$ cat src/rtl/x86_16_mov_arith_instruction_decoder_core_assert.svh
// Assertion macros for the 16-bit mov/arith instruction decoder.
// Included by the RTL modules that carry concurrent assertions; needs nothing else.
`ifndef X86_16_MOV_ARITH_INSTRUCTION_DECODER_CORE_ASSERT_SVH
`define X86_16_MOV_ARITH_INSTRUCTION_DECODER_CORE_ASSERT_SVH

// Same-cycle implication, disabled while reset is asserted (active low).
`define X86DEC_ASSERT_IMPL(label, clk, rst_n, ante, cons, msg) \
  label: assert property (@(posedge clk) disable iff (!(rst_n)) (ante) |-> (cons)) \
    else $error(msg);

// Next-cycle implication, disabled while reset is asserted (active low).
`define X86DEC_ASSERT_NEXT(label, clk, rst_n, ante, cons, msg) \
  label: assert property (@(posedge clk) disable iff (!(rst_n)) (ante) |=> (cons)) \
    else $error(msg);

`endif

$ cat src/rtl/x86dec_pkg.sv
// Shared types, codes and opcode decode functions of the x86 mov/arith decoder.
// Used by x86dec_record and the top level; depends on nothing.
package x86dec_pkg;

  typedef enum logic [3:0] {
    K_NONE,
    K_LOAD_ACC,
    K_STORE_ACC,
    K_MOV_IMM_RM,
    K_ARITH_IMM_RM,
    K_MOV_RM,
    K_MOV_IMM_REG,
    K_ARITH_IMM_ACC,
    K_ARITH_RM
  } kind_t;

  localparam logic [1:0] ST_OK      = 2'd0;
  localparam logic [1:0] ST_BAD_OP  = 2'd1;
  localparam logic [1:0] ST_TRUNC   = 2'd2;

  localparam logic [1:0] OP_MOV = 2'd0;
  localparam logic [1:0] OP_ADD = 2'd1;
  localparam logic [1:0] OP_SUB = 2'd2;
  localparam logic [1:0] OP_CMP = 2'd3;

  localparam logic [2:0] FM_REG_RM     = 3'd0;
  localparam logic [2:0] FM_IMM_RM     = 3'd1;
  localparam logic [2:0] FM_IMM_REG    = 3'd2;
  localparam logic [2:0] FM_IMM_ACC    = 3'd3;
  localparam logic [2:0] FM_MEM_TO_ACC = 3'd4;
  localparam logic [2:0] FM_ACC_TO_MEM = 3'd5;

  localparam logic [2:0] ALU_ADD = 3'b000;
  localparam logic [2:0] ALU_SUB = 3'b101;
  localparam logic [2:0] ALU_CMP = 3'b111;

  localparam logic [2:0] RM_DIRECT = 3'b110;
  localparam logic [15:0] SEXT_HIGH = 16'hFF00;

  typedef struct packed {
    logic [1:0]  status;
    logic [1:0]  operation;
    logic [2:0]  form;
    logic        wide;
    logic        to_register;
    logic [2:0]  reg_field;
    logic [1:0]  mod_field;
    logic [2:0]  rm_field;
    logic [15:0] displacement;
    logic [15:0] immediate;
    logic [2:0]  length;
  } rec_t;

  function automatic kind_t kind_of(input logic [7:0] b);
    kind_t k;
    if (b[7:1] == 7'b1010000)                        k = K_LOAD_ACC;
    else if (b[7:1] == 7'b1010001)                   k = K_STORE_ACC;
    else if (b[7:1] == 7'b1100011)                   k = K_MOV_IMM_RM;
    else if (b[7:2] == 6'b100000)                    k = K_ARITH_IMM_RM;
    else if (b[7:2] == 6'b100010)                    k = K_MOV_RM;
    else if (b[7:4] == 4'b1011)                      k = K_MOV_IMM_REG;
    else if (b[7:6] == 2'b00 && b[2:1] == 2'b10)     k = K_ARITH_IMM_ACC;
    else if (b[7:6] == 2'b00 && b[2] == 1'b0)        k = K_ARITH_RM;
    else                                             k = K_NONE;
    return k;
  endfunction

  function automatic logic has_modrm(input kind_t k);
    return (k == K_MOV_IMM_RM) || (k == K_ARITH_IMM_RM) ||
           (k == K_MOV_RM) || (k == K_ARITH_RM);
  endfunction

  function automatic logic [1:0] disp_len(input kind_t k, input logic [7:0] a);
    logic [1:0] n;
    n = 2'd0;
    if (has_modrm(k)) begin
      case (a[7:6])
        2'd0:    n = (a[2:0] == RM_DIRECT) ? 2'd2 : 2'd0;
        2'd1:    n = 2'd1;
        2'd2:    n = 2'd2;
        default: n = 2'd0;
      endcase
    end
    return n;
  endfunction

  function automatic logic [1:0] imm_len(input kind_t k, input logic [7:0] b);
    logic [1:0] n;
    case (k)
      K_LOAD_ACC, K_STORE_ACC:       n = 2'd2;
      K_MOV_IMM_RM, K_ARITH_IMM_ACC: n = b[0] ? 2'd2 : 2'd1;
      K_ARITH_IMM_RM:                n = (!b[1] && b[0]) ? 2'd2 : 2'd1;
      K_MOV_IMM_REG:                 n = b[3] ? 2'd2 : 2'd1;
      default:                       n = 2'd0;
    endcase
    return n;
  endfunction

  function automatic logic [1:0] arith_op(input logic [2:0] op);
    logic [1:0] r;
    case (op)
      ALU_ADD: r = OP_ADD;
      ALU_SUB: r = OP_SUB;
      ALU_CMP: r = OP_CMP;
      default: r = OP_MOV;
    endcase
    return r;
  endfunction

endpackage

$ cat src/rtl/x86dec_record.sv
// Builds the result record of a completed instruction from the gathered bytes.
// Combinational; depends on x86dec_pkg.
module x86dec_record (
  input  x86dec_pkg::kind_t kind,
  input  logic [7:0]        first_byte,
  input  logic [7:0]        addr_byte,
  input  logic [15:0]       disp_bytes,
  input  logic [15:0]       imm_bytes,
  input  logic [2:0]        length,
  output x86dec_pkg::rec_t  rec
);
  import x86dec_pkg::*;

  logic        mr;
  logic [15:0] disp_x;
  logic [15:0] imm_x;

  assign mr = has_modrm(kind);

  always_comb begin
    disp_x = disp_bytes;
    if (disp_len(kind, addr_byte) == 2'd1 && disp_bytes[7]) begin
      disp_x = disp_bytes | SEXT_HIGH;
    end
    // The s bit only widens a byte immediate when the operand is a word.
    imm_x = imm_bytes;
    if (kind == K_ARITH_IMM_RM && first_byte[1] && first_byte[0] && imm_bytes[7]) begin
      imm_x = imm_bytes | SEXT_HIGH;
    end
  end

  always_comb begin
    rec              = '0;
    rec.wide         = first_byte[0];
    rec.displacement = disp_x;
    rec.immediate    = imm_x;
    rec.length       = length;
    if (mr) begin
      rec.mod_field = addr_byte[7:6];
      rec.reg_field = addr_byte[5:3];
      rec.rm_field  = addr_byte[2:0];
    end
    case (kind)
      K_LOAD_ACC:   rec.form = FM_MEM_TO_ACC;
      K_STORE_ACC:  rec.form = FM_ACC_TO_MEM;
      K_MOV_IMM_RM: rec.form = FM_IMM_RM;
      K_ARITH_IMM_RM: begin
        rec.form      = FM_IMM_RM;
        rec.operation = arith_op(addr_byte[5:3]);
      end
      K_MOV_RM: begin
        rec.form        = FM_REG_RM;
        rec.to_register = first_byte[1];
      end
      K_MOV_IMM_REG: begin
        rec.form      = FM_IMM_REG;
        rec.wide      = first_byte[3];
        rec.reg_field = first_byte[2:0];
      end
      K_ARITH_IMM_ACC: begin
        rec.form      = FM_IMM_ACC;
        rec.operation = arith_op(first_byte[5:3]);
      end
      default: begin
        rec.form        = FM_REG_RM;
        rec.to_register = first_byte[1];
        rec.operation   = arith_op(first_byte[5:3]);
      end
    endcase
    if ((kind == K_ARITH_IMM_RM || kind == K_ARITH_IMM_ACC || kind == K_ARITH_RM) &&
        rec.operation == OP_MOV) begin
      rec.status = ST_BAD_OP;
    end
  end

endmodule

$ cat src/rtl/x86_16_mov_arith_instruction_decoder_core.sv
// Top level of the byte-serial 16-bit x86 mov/add/sub/cmp decoder.
// Depends on x86dec_pkg, x86dec_record and the assertion macro header.
//
// Usage
// The input channel (in_valid/in_ready) carries one code byte per item,
// with in_stream_end marking the final byte of a code stream. The result
// channel (out_valid/out_ready) carries one decoded instruction record per
// item. A record is produced on the byte that completes an instruction, or
// with status "stream ended" and the byte count so far when the stream ends
// in the middle of one. A first byte that begins none of the known forms is
// dropped with no record.
// The record of a completing byte is registered and shown at out_valid in
// the cycle after that byte is accepted. Throughput is one byte per cycle
// unless the receiver stalls; each byte only updates the small decode state,
// and the single output register is refilled in the same cycle it is emptied.
// When the receiver stalls with a record waiting, in_ready drops so that no
// byte that could produce a second record is accepted.
// Reset (synchronous, active low on rst_n) returns the decoder to waiting for
// the first byte of an instruction and empties the output register.
module x86_16_mov_arith_instruction_decoder_core (
  input  logic               clk,
  input  logic               rst_n,
  input  logic               in_valid,
  output logic               in_ready,
  input  logic [7:0]         in_code_byte,
  input  logic               in_stream_end,
  output logic               out_valid,
  input  logic               out_ready,
  output logic [1:0]         out_status,
  output logic [1:0]         out_operation,
  output logic [2:0]         out_form,
  output logic               out_wide,
  output logic               out_to_register,
  output logic [2:0]         out_reg_field,
  output logic [1:0]         out_mod_field,
  output logic [2:0]         out_rm_field,
  output logic signed [15:0] out_displacement,
  output logic [15:0]        out_immediate,
  output logic [2:0]         out_length
);
  import x86dec_pkg::*;

  // Which byte of the instruction is expected next.
  typedef enum logic [1:0] {
    PH_FIRST,
    PH_ADDR,
    PH_DISP,
    PH_IMM
  } phase_t;

  phase_t      phase_r, phase_nxt;
  logic [7:0]  first_r, first_nxt;
  logic [7:0]  addr_r, addr_nxt;
  logic [15:0] disp_r, disp_nxt;
  logic [15:0] imm_r, imm_nxt;
  logic [2:0]  bytes_r, bytes_nxt;
  logic        out_valid_r;
  rec_t        out_rec_r, rec_nxt;

  logic        accept;
  kind_t       kind_c;
  logic        mr_c;
  logic [1:0]  dl_c;
  logic [1:0]  il_c;
  logic [2:0]  total_c;
  logic [2:0]  head_c;
  logic [2:0]  pos_c;
  logic [2:0]  ipos_c;
  logic        skip_c;
  logic        complete_c;
  logic        abort_c;
  logic        emit_c;
  rec_t        rec_done;

  assign in_ready = !out_valid_r || out_ready;
  assign accept   = in_valid && in_ready;

  // Fold the incoming byte into the decode state as it will stand afterwards.
  always_comb begin
    first_nxt = first_r;
    addr_nxt  = addr_r;
    disp_nxt  = disp_r;
    imm_nxt   = imm_r;
    if (phase_r == PH_FIRST) begin
      first_nxt = in_code_byte;
      addr_nxt  = '0;
      disp_nxt  = '0;
      imm_nxt   = '0;
    end
    kind_c = kind_of(first_nxt);
    mr_c   = has_modrm(kind_c);
    if (phase_r == PH_ADDR) begin
      addr_nxt = in_code_byte;
    end
    dl_c   = disp_len(kind_c, addr_nxt);
    il_c   = imm_len(kind_c, first_nxt);
    // Byte position after the opcode and addressing byte.
    pos_c  = bytes_r - 3'd1 - {2'b00, mr_c};
    ipos_c = pos_c - {1'b0, dl_c};
    if (phase_r == PH_DISP || phase_r == PH_IMM) begin
      if (pos_c < {1'b0, dl_c}) begin
        disp_nxt = disp_r | (pos_c[0] ? {in_code_byte, 8'h00} : {8'h00, in_code_byte});
      end else begin
        imm_nxt = imm_r | (ipos_c[0] ? {in_code_byte, 8'h00} : {8'h00, in_code_byte});
      end
    end
    bytes_nxt = bytes_r + 3'd1;
    head_c    = 3'd1 + {2'b00, mr_c} + {1'b0, dl_c};
    total_c   = head_c + {1'b0, il_c};

    skip_c     = (phase_r == PH_FIRST) && (kind_c == K_NONE);
    complete_c = 1'b0;
    if (mr_c && bytes_nxt == 3'd1) begin
      phase_nxt = PH_ADDR;
    end else if (bytes_nxt >= total_c) begin
      phase_nxt  = PH_FIRST;
      complete_c = 1'b1;
    end else if (bytes_nxt < head_c) begin
      phase_nxt = PH_DISP;
    end else begin
      phase_nxt = PH_IMM;
    end
    abort_c = !complete_c && in_stream_end;
    emit_c  = accept && !skip_c && (complete_c || abort_c);
  end

  x86dec_record u_record (
    .kind       (kind_c),
    .first_byte (first_nxt),
    .addr_byte  (addr_nxt),
    .disp_bytes (disp_nxt),
    .imm_bytes  (imm_nxt),
    .length     (bytes_nxt),
    .rec        (rec_done)
  );

  // A truncated instruction reports only its status and the bytes taken.
  always_comb begin
    rec_nxt = rec_done;
    if (!complete_c) begin
      rec_nxt        = '0;
      rec_nxt.status = ST_TRUNC;
      rec_nxt.length = bytes_nxt;
    end
  end

  always_ff @(posedge clk) begin
    if (!rst_n) begin
      phase_r     <= PH_FIRST;
      bytes_r     <= '0;
      out_valid_r <= 1'b0;
    end else begin
      if (accept && !skip_c) begin
        if (complete_c || abort_c) begin
          phase_r <= PH_FIRST;
          bytes_r <= '0;
        end else begin
          phase_r <= phase_nxt;
          bytes_r <= bytes_nxt;
          first_r <= first_nxt;
          addr_r  <= addr_nxt;
          disp_r  <= disp_nxt;
          imm_r   <= imm_nxt;
        end
      end
      if (emit_c) begin
        out_valid_r <= 1'b1;
        out_rec_r   <= rec_nxt;
      end else if (out_ready) begin
        out_valid_r <= 1'b0;
      end
    end
  end

  assign out_valid        = out_valid_r;
  assign out_status       = out_rec_r.status;
  assign out_operation    = out_rec_r.operation;
  assign out_form         = out_rec_r.form;
  assign out_wide         = out_rec_r.wide;
  assign out_to_register  = out_rec_r.to_register;
  assign out_reg_field    = out_rec_r.reg_field;
  assign out_mod_field    = out_rec_r.mod_field;
  assign out_rm_field     = out_rec_r.rm_field;
  assign out_displacement = $signed(out_rec_r.displacement);
  assign out_immediate    = out_rec_r.immediate;
  assign out_length       = out_rec_r.length;

`include "x86_16_mov_arith_instruction_decoder_core_assert.svh"

  // Between instructions no byte has been counted.
  `X86DEC_ASSERT_IMPL(a_idle_count, clk, rst_n, phase_r == PH_FIRST, bytes_r == 3'd0, "byte count not clear between instructions")
  // Mid-instruction the count stays inside the longest form.
  `X86DEC_ASSERT_IMPL(a_mid_count, clk, rst_n, phase_r != PH_FIRST, bytes_r != 3'd0 && bytes_r < 3'd6, "byte count out of range mid-instruction")
  // A record that is produced is presented in the next cycle.
  `X86DEC_ASSERT_NEXT(a_emit_shows, clk, rst_n, emit_c, out_valid_r, "produced record not presented")
  // Every presented record carries a plausible length.
  `X86DEC_ASSERT_IMPL(a_out_length, clk, rst_n, out_valid_r, out_rec_r.length != 3'd0 && out_rec_r.length <= 3'd6, "record length out of range")
  // A truncated instruction never reports an operation or form.
  `X86DEC_ASSERT_IMPL(a_trunc_clear, clk, rst_n, out_valid_r && out_rec_r.status == ST_TRUNC, out_rec_r.operation == OP_MOV && out_rec_r.form == FM_REG_RM && out_rec_r.immediate == 16'h0000, "truncated record not cleared")

endmodule
$ cat config.mk
export PLATFORM = sky130hd
export DESIGN_NAME = x86_16_mov_arith_instruction_decoder_core
export DESIGN_NICKNAME = d
export VERILOG_FILES = /design/src/rtl/x86dec_pkg.sv /design/src/rtl/x86dec_record.sv /design/src/rtl/x86_16_mov_arith_instruction_decoder_core.sv
export VERILOG_INCLUDE_DIRS = /design/src /design/src/rtl
export SDC_FILE = /design/constraint.sdc
export NUM_CORES = 1
export LEC_CHECK = 0
export BUFFER_PORTS_ARGS = -buffer_cell sky130_fd_sc_hd__buf_2
export CORE_ASPECT_RATIO = 1.4
export CORE_MARGIN = 2
export CORE_UTILIZATION = 60
export CTS_BUF_LIST = sky130_fd_sc_hd__clkbuf_4 sky130_fd_sc_hd__clkbuf_8 sky130_fd_sc_hd__clkbuf_16
export CTS_CLUSTER_SIZE = 14
export DETAILED_ROUTE_END_ITERATION = 8
export PLACE_DENSITY = 0.9
export SLEW_MARGIN = 10
export SYNTH_ARGS = -nofsm -noshare
export SYNTH_HDL_FRONTEND = slang
export SYNTH_SLANG_ARGS = --single-unit
export TNS_END_PERCENT = 1
$ cat constraint.sdc
create_clock -name clk -period 13.1 [get_ports clk]
set_input_delay 0.655 -clock clk [delete_from_list [all_inputs] [get_ports clk]]
set_output_delay 0.655 -clock clk [all_outputs]
set_load 0.005 [all_outputs]
==> results.yml, run 1 <==
floorplanning:
  row_count: 39
  die_w_microns: 81.4
  die-area_sq_mm: 0.00914
  start_util: 0.617
  coreArea_sq_mm: 0.00815
  ios: 67
  die_h_microns: 112
synthesis:
  synth_cell_type_count: 61
  synth-edff-count: 100
  syn_nets: 442
  syn-cell-area_sq_mm: 0.00503
  synth-seq-cells: 106
  synth_warnings: 0
  synth_cells: 416
  ys_async_sr_fraction: 0
  syn_area_per_cell_sq_um: 12.1
  dominantRegCellSynth: "edfxtp_1"
  yosysSeqAreaShare: 0.621
setup_path:
  cp.arrival_ps: 6130
  path_max_fanout: 48
  worstPathRequired_ps: 13080
  critPathLaunchType: "register"
  worstSetupPathType: "register to register"
  cp-end-kind: "register"
timing:
  tightest_slew_ps: 773
  min_period_over_period: 0.470
  rsz0062_at_grt: "no"
  setup_tns_ps: 0
  hold_viol: 0
  skew_ps: 8.21
  max_slew_margin: 0.484
  drv_slew: 0
  min_period_ps: 6150
  max_freq_mhz: 163
  setup_viol: 0
global_routing:
  gr-total-overflow: 0
  grt_antenna_before_repair: 0
  grt_start_max_net_pins: 58
  grt_pass1_wl_microns: 17900
  grt_usage: 0.261
  first_global_vias: 3534
cells_and_area:
  nNetsFinal: 497
  fill_cells: 577
  layout_common_cells: "edfxtp_1 (100), buf_2 (66), nor2_1 (50), a21oi_1 (38), nand2_1 (31)"
  final_common_cell: "edfxtp_1"
  finalInstanceArea_sq_mm: 0.00569
  antennaDiodeCount: 0
  drive_above_1_share: 0.228
  syn_to_final_growth_pct: 13.2
placement:
  post_dp_cell_area_sq_mm: 0.00541
  io_buffers: 66
  dpl.hpwl_microns: 7430
  routabilityCongestion: 0.927
power:
  peakVddDrop_uv: 97.9
  share_comb_of_total_power: 0.134
  clock_power_share: 0.347
  p_int_mw: 0.563
  power_switching_mw: 0.189
  p_seq_frac: 0.518
  sw_frac_of_total: 0.251
  p_per_area_mw_per_mm2: 132
  p_leak_nw: 2.12
cts:
  h-tree-depth: 3
  cts.path.max_buffers: 2
  cts_tree: "done"
  cts_setup_buffers: 0
  numCtsBuffers: 9
  cts-resized-gates: 0
  hold_buffers: 0
  clock-sinks: 106
  worst_skew_pair.late_latency_ps: 350
  path_clk_slew_ps: 60
  root_buffer: "clkbuf_16"
route:
  drt_iter0_markers: 349
  ant_nets: 0
  drc: 0
  drtPass1Iterations: 5
  finalWirelength_microns: 11000
  wl_per_cell_microns: 19.1
  routed_via_density: 6.24
  vias: 3594
job:
  max_cap_violations: 0
worst_hold_path:
  hp-class: "register to register"
status:
  status: "complete, no violations"
-- cell usage after synthesis, types with 3 or more instances --
library cell  count  area share
a31oi_1           4      0.0050
o21ai_0           8      0.0080
dfxtp_1           6       0.024
edfxtp_1        100        0.60
nor3_1           19       0.019
nand2b_1          4      0.0050
nor2b_1           3      0.0037
nor2_1           53       0.040
o21a_1           16       0.024
a22o_1            6       0.010
and3_1            7      0.0087
nand3_1           4      0.0040
buf_2             6      0.0060
o21ai_1           3      0.0030
and2_1            3      0.0037
a21oi_1          38       0.038
a22oi_1           5      0.0075
nand2_1          31       0.023
nand4_1           3      0.0037
a21o_1            3      0.0045
inv_2             4      0.0030
a211o_1           3      0.0052
clkbuf_1         16       0.012
inv_1            15       0.011
ha_1             12       0.030
nor4_1            4      0.0050
-- power by group through the flow --
stage               Sequential (mW)  Clock [mW]  Combinational, mW
finish                        0.389       0.261              0.101
CTS                           0.390       0.263             0.0999
floorplan                     0.398           0             0.0710
global route                  0.390       0.276              0.111
global placement              0.396           0             0.0954
detailed placement            0.397           0             0.0986
-- sequential cells by signal (all words and copies together), names as in the netlist --
name              cells
out_length            3
out_valid             1
bytes_r               3
disp_r               16
out_mod_field         2
first_r               8
out_form              3
out_rm_field          3
out_wide              1
out_to_register       1
phase_r               2
out_operation         2
out_reg_field         3
out_immediate        16
out_status            2
addr_r                8
imm_r                16
out_displacement     16
-- logic make-up (layout without fill, tap and decap cells) --
logic type                 after synthesis  after routing  share of synthesized area
AOI/OAI and AO/OA                      105            105                      0.151
xor gates and xnor gates                 3              3                    0.00523
adders and majority gates               13             13                     0.0338
buffers and inverters                   44            102                     0.0381
DFF                                    106            106                      0.621
muxes                                    3              3                     0.0112
and+or+nand+nor                        142            142                      0.140
-- final cells by class --
class	instances	area (sq um)	area share
flip-flops and latches	106	3120	0.549
multi-input cells	266	1740	0.305
inverters	19	71.3	0.0125
repair buffers	69	353	0.0620
well taps	102	128	0.0224
clock buffers	9	225	0.0396
clock inverters	5	57.6	0.0101
-- worst max-delay path, stage by stage (launching register included) --
cell,delay (ps)
dfxtp_1,820
or2_1,670
mux2i_4,410
inv_2,110
nor4_2,520
a21boi_0,150
o21ai_0,220
ha_1,200
fa_1,410
inv_1,70
ha_1,220
a21o_1,160
a21o_1,200
a21boi_4,220
inv_2,460
nand3b_2,270
nor2_4,120
buf_4,510
-- per-stage QoR --
| stage | std cells | util | setup WS (ps) | hold slack (ps) | power [mW] |
|---|---|---|---|---|---|
| global placement | 562 | 0.664 | 7310 | 501 | 0.492 |
| finish | 576 | 0.699 | 6950 | 539 | 0.751 |
| floorplan | 416 | - | 6830 | 496 | 0.469 |
| global route | 576 | 0.699 | 6580 | 575 | 0.777 |
| CTS | 576 | 0.699 | 7010 | 528 | 0.753 |
| detailed placement | 562 | 0.664 | 7060 | 518 | 0.496 |
-- metal layers --
layer / global-route usage / share of wire
met1: 0.334 / 0.38
met2: 0.427 / 0.52
met3: 0.0506 / 0.071
met4: 0.118 / 0.034
met5: 0 / 0
-- path summary, 6_finish.rpt --
kind / start / to / slack (ps) / cells past startpoint
worst max-delay path: phase_r[1] / first_r[3] / 6950 / 17
worst min-delay path: out_valid / out_valid / 540 / 2
worst max register to register: phase_r[1] / first_r[3] / 6950 / 17
worst min register to register: out_valid / out_valid / 540 / 2
No activity file was read; power rests on OpenSTA's default activity.
==> run 2: changes to the inputs <==
--- a/config.mk
+++ b/config.mk
@@ -9,11 +9,11 @@
 export BUFFER_PORTS_ARGS = -buffer_cell sky130_fd_sc_hd__buf_2
 export CORE_ASPECT_RATIO = 1.4
 export CORE_MARGIN = 2
-export CORE_UTILIZATION = 60
+export CORE_UTILIZATION = 52
 export CTS_BUF_LIST = sky130_fd_sc_hd__clkbuf_4 sky130_fd_sc_hd__clkbuf_8 sky130_fd_sc_hd__clkbuf_16
 export CTS_CLUSTER_SIZE = 14
 export DETAILED_ROUTE_END_ITERATION = 8
-export PLACE_DENSITY = 0.9
+export PLACE_DENSITY = 0.83
 export SLEW_MARGIN = 10
 export SYNTH_ARGS = -nofsm -noshare
 export SYNTH_HDL_FRONTEND = slang
==> constraint.sdc (replaced) <==
create_clock -name clk -period 5 [get_ports clk]
set_input_delay 0.25 -clock clk [delete_from_list [all_inputs] [get_ports clk]]
set_output_delay 0.25 -clock clk [all_outputs]
set_load 0.005 [all_outputs]
==> results.yml, run 2 (same netlist as run 1, synthesis figures left out) <==
global_routing:
  first_global_vias: 3616
  grt_antenna_before_repair: 0
  gr-total-overflow: 0
  grt_pass1_wl_microns: 18100
  grt_start_max_net_pins: 51
  grt_usage: 0.231
cells_and_area:
  finalInstanceArea_sq_mm: 0.00584
  syn_to_final_growth_pct: 16.1
  antennaDiodeCount: 0
  layout_common_cells: "edfxtp_1 (100), buf_2 (66), nor2_1 (50), a21oi_1 (38), nand2_1 (31)"
  register_area_sq_mm: 0.00312
  drive_above_1_share: 0.247
  final_common_cell: "edfxtp_1"
  nNetsFinal: 507
  utilization: 0.617
  multi_input_area_sq_mm: 0.00174
  fill_cells: 731
floorplanning:
  start_util: 0.531
  row_count: 42
  coreArea_sq_mm: 0.00946
  die_w_microns: 87.1
  ios: 67
  die-area_sq_mm: 0.0105
  die_h_microns: 120
timing:
  final.setup.worst_slack_ps: 264
  rsz0062_at_grt: "no"
  min_period_over_period: 0.947
  max_slew_margin: 0.453
  min_period_ps: 4740
  tightest_slew_ps: 819
  setup_viol: 0
  max_freq_mhz: 211
  drv_slew: 0
  skew_ps: 7.10
  hold_viol: 0
  setup_tns_ps: 0
setup_path:
  cp-end-kind: "register"
  r2r-start: "phase_r[1]"
  cp.arrival_ps: 4790
  critPathLaunchType: "register"
  worstSetupPathType: "register to register"
  startpoint: "phase_r[1]"
  worstPathRequired_ps: 5050
  path_max_fanout: 28
power:
  peakVddDrop_uv: 453
  p_per_area_mw_per_mm2: 357
  p_total_mw: 2.09
  p_leak_nw: 2.20
cts:
  hold_buffers: 0
  cts_setup_buffers: 0
  root_buffer: "clkbuf_16"
  path_clk_slew_ps: 70
  cts.path.max_buffers: 2
  h-tree-depth: 3
  cts_tree: "done"
  clock-sinks: 106
  numCtsBuffers: 9
  cts-resized-gates: 0
  worst_skew_pair.late_latency_ps: 360
status:
  status: "complete, no violations"
worst_hold_path:
  hp-class: "input port to register"
  hp-start: "out_ready"
route:
  wl_per_cell_microns: 19.4
  finalWirelength_microns: 11600
  drtPass1Iterations: 5
  drt_iter0_markers: 266
  ant_nets: 0
  drc: 0
  routed_via_density: 6.03
  vias: 3595
placement:
  io_buffers: 66
  post_dp_cell_area_sq_mm: 0.00551
  dpl.hpwl_microns: 7890
  routabilityCongestion: 0.899
  dpl_worst_slack_ps: 300
job:
  max_cap_violations: 0
[run 2: cell types whose count changed in the layout (fill, tap and decap cells not counted), sizes merged]
cell and delta:
inv +4, clkinv -3, buf +10, bufinv +1
[run 2: final cells by class]
type | count | share of cell area
inverters | 19 | 0.0122
multi-input cells | 266 | 0.297
flip-flops and latches | 106 | 0.535
repair buffers | 79 | 0.0754
well taps | 110 | 0.0236
clock inverters | 7 | 0.0180
clock buffers | 9 | 0.0386
[run 2: worst max-delay path: stages (launching register included)]
cell,delay (ps)
dfxtp_1,480
or2_1,220
buf_4,240
a21oi_1,170
a211oi_2,320
a21o_2,290
nand2_1,90
ha_1,210
fa_1,480
inv_1,40
ha_1,260
a21o_1,100
a21o_1,140
a21boi_4,190
o21ai_0,150
nor2_4,670
buf_4,350
[run 2: through the flow]
step                hold slack [ps]  cells
detailed placement              531    580
CTS                             215    596
finish                          225    596
global route                    233    596
global placement                500    580
floorplan                       383    416
[run 2: path summary, 6_finish.rpt]
check / slack (ps) / to / cells past startpoint
max: 260 / out_length[1] / 16
min: 230 / out_valid / 3
max reg2reg: 260 / out_length[1] / 16
min reg2reg: 530 / out_valid / 2
[run 2: routing by layer]
layer,wire [microns],vias to the layer above,part of all wire,GRT usage
met1,4360,1711,0.38,0.271
met4,449,0,0.039,0.117
met5,0,-,0,0
met3,749,33,0.065,0.0560
li1,-,1673,-,-
met2,6000,178,0.52,0.388
[run 2: power by group]
part	total, mW	leakage (nW)	switching, mW	internal, mW
combinational	0.284	1.05	0.190	0.0941
clock	0.784	0.164	0.335	0.449
sequential	1.02	0.985	0.0100	1.01
total	2.09	2.20	0.536	1.55
==> run 3: changes to the inputs <==
--- a/config.mk
+++ b/config.mk
@@ -8,7 +8,6 @@
 export LEC_CHECK = 0
 export BUFFER_PORTS_ARGS = -buffer_cell sky130_fd_sc_hd__buf_2
 export CORE_ASPECT_RATIO = 1.4
-export CORE_MARGIN = 2
 export CORE_UTILIZATION = 52
 export CTS_BUF_LIST = sky130_fd_sc_hd__clkbuf_4 sky130_fd_sc_hd__clkbuf_8 sky130_fd_sc_hd__clkbuf_16
 export CTS_CLUSTER_SIZE = 14
==> results.yml, run 3 (same netlist as run 1, synthesis figures left out) <==
power:
  share_comb_of_total_power: 0.143
  p_int_mw: 1.45
  sw_frac_of_total: 0.269
  p_per_area_mw_per_mm2: 343
  p_leak_nw: 2.16
  clock_power_share: 0.343
  p_seq_frac: 0.514
  peakVddDrop_uv: 225
  power_switching_mw: 0.532
placement:
  dpl.hpwl_microns: 7660
  post_dp_cell_area_sq_mm: 0.00549
  dp.cells: 577
  routabilityCongestion: 0.893
  io_buffers: 66
cts:
  hold_buffers: 0
  h-tree-depth: 3
  cts_setup_buffers: 0
  cts_tree: "done"
  cts-resized-gates: 0
  cts.path.max_buffers: 2
  numCtsBuffers: 9
  worst_skew_pair.late_latency_ps: 350
  root_buffer: "clkbuf_16"
  path_clk_slew_ps: 70
  clock-sinks: 106
timing:
  hold_viol: 0
  min_period_ps: 4580
  max_freq_mhz: 218
  setup_viol: 0
  skew_ps: 7.42
  tightest_slew_ps: 703
  setup_tns_ps: 0
  min_period_over_period: 0.917
  finalHoldWorstSlack_ps: 198
  max_slew_margin: 0.531
  rsz0062_at_grt: "no"
  drv_slew: 0
floorplanning:
  coreArea_sq_mm: 0.00941
  die_w_microns: 85.1
  start_util: 0.534
  row_count: 42
  ios: 67
  die-area_sq_mm: 0.0101
  die_h_microns: 118
global_routing:
  grt_start_max_net_pins: 53
  grt_usage: 0.237
  first_global_vias: 3482
  grt_use_met2: 0.379
  grt_pass1_wl_microns: 18000
  gr-total-overflow: 0
  grt.busiest_layer: "met2"
  grt_antenna_before_repair: 0
  use_met1: 0.305
  use_met3: 0.0307
route:
  drtPass1Iterations: 5
  vias: 3566
  drt_iter0_markers: 241
  ant_nets: 0
  drc: 0
  routed_via_density: 6.01
  finalWirelength_microns: 11200
  wl_per_cell_microns: 18.8
setup_path:
  cp.arrival_ps: 4580
  crit_buf_inv: 3
  worstPathRequired_ps: 4990
  critPathLaunchType: "register"
  critPathMaxStageDelay_ps: 540
  r2r-start: "phase_r[0]"
  startpoint: "phase_r[0]"
  worstSetupPathType: "register to register"
  crit_path_cell_trace: "or2_1 -> mux2i_4 -> inv_2 -> nor4_2 -> a21boi_0 -> o21ai_0 -> ha_1 -> fa_1 -> inv_1 -> ha_1 -> a21o_1 -> a21o_1 -> a21boi_4 -> o21ai_0 -> nor2_4 -> buf_4"
  crit_slowest_cell: "buf_4"
  cp-end-kind: "register"
  path_max_fanout: 52
  cp_top_family: "simple AND/OR/NAND/NOR gates"
cells_and_area:
  multi_input_area_sq_mm: 0.00174
  register_area_sq_mm: 0.00312
  antennaDiodeCount: 0
  finalInstanceArea_sq_mm: 0.00577
  final_common_cell: "edfxtp_1"
  drive_above_1_share: 0.242
  fill_cells: 769
  layout_common_cells: "edfxtp_1 (100), buf_2 (66), nor2_1 (50), a21oi_1 (38), nand2_1 (31)"
  nNetsFinal: 504
  utilization: 0.613
  final_cell_count_no_fill: 593
  syn_to_final_growth_pct: 14.7
worst_hold_path:
  hp-class: "input port to register"
  hp-start: "in_valid"
status:
  status: "complete, no violations"
job:
  max_cap_violations: 0
run 3: metrics by stage:
| step | total power [mW] | worst slack [ps] |
|---|---|---|
| 5_1_grt | 2.05 | 50.0 |
| 2_1_floorplan | 1.23 | -82.2 |
| 6_report | 1.98 | 416 |
| 3_5_place_dp | 1.32 | 421 |
| 4_1_cts | 1.99 | 399 |
| 3_3_place_gp | 1.31 | 580 |
run 3: cell type report:
| cell class | count | area share |
|---|---|---|
| Multi-Input combinational cell | 266 | 0.301 |
| Clock inverter | 7 | 0.00976 |
| Inverter | 19 | 0.0124 |
| Sequential cell | 106 | 0.542 |
| Tap cell | 110 | 0.0239 |
| Timing Repair Buffer | 76 | 0.0725 |
| Clock buffer | 9 | 0.0391 |
run 3: tightest hold or removal path, stage by stage:
cell	delay [ps]
buf_2	110
o211ai_1	70
a21oi_1	70
run 3: worst paths after layout:
check                                           end  cells after the start  slack (ps)
worst max-delay path            out_displacement[1]                     16         420
worst min-delay path                      out_valid                      3         200
worst max register to register  out_displacement[1]                     16         420
worst min register to register            out_valid                      2         530
run 3: power groups by stage:
stage | combinational [mW] | clock [mW] | sequential [mW]
6_report | 0.283 | 0.679 | 1.02
3_3_place_gp | 0.271 | 0 | 1.04
3_5_place_dp | 0.280 | 0 | 1.04
5_1_grt | 0.308 | 0.721 | 1.02
4_1_cts | 0.282 | 0.691 | 1.02
2_1_floorplan | 0.187 | 0 | 1.04
run 3: metal layers:
| layer | routed length (microns) | part of all wire |
|---|---|---|
| met1 | 4570 | 0.41 |
| met2 | 5550 | 0.50 |
| met3 | 553 | 0.050 |
| met4 | 500 | 0.045 |
| met5 | 0 | 0 |
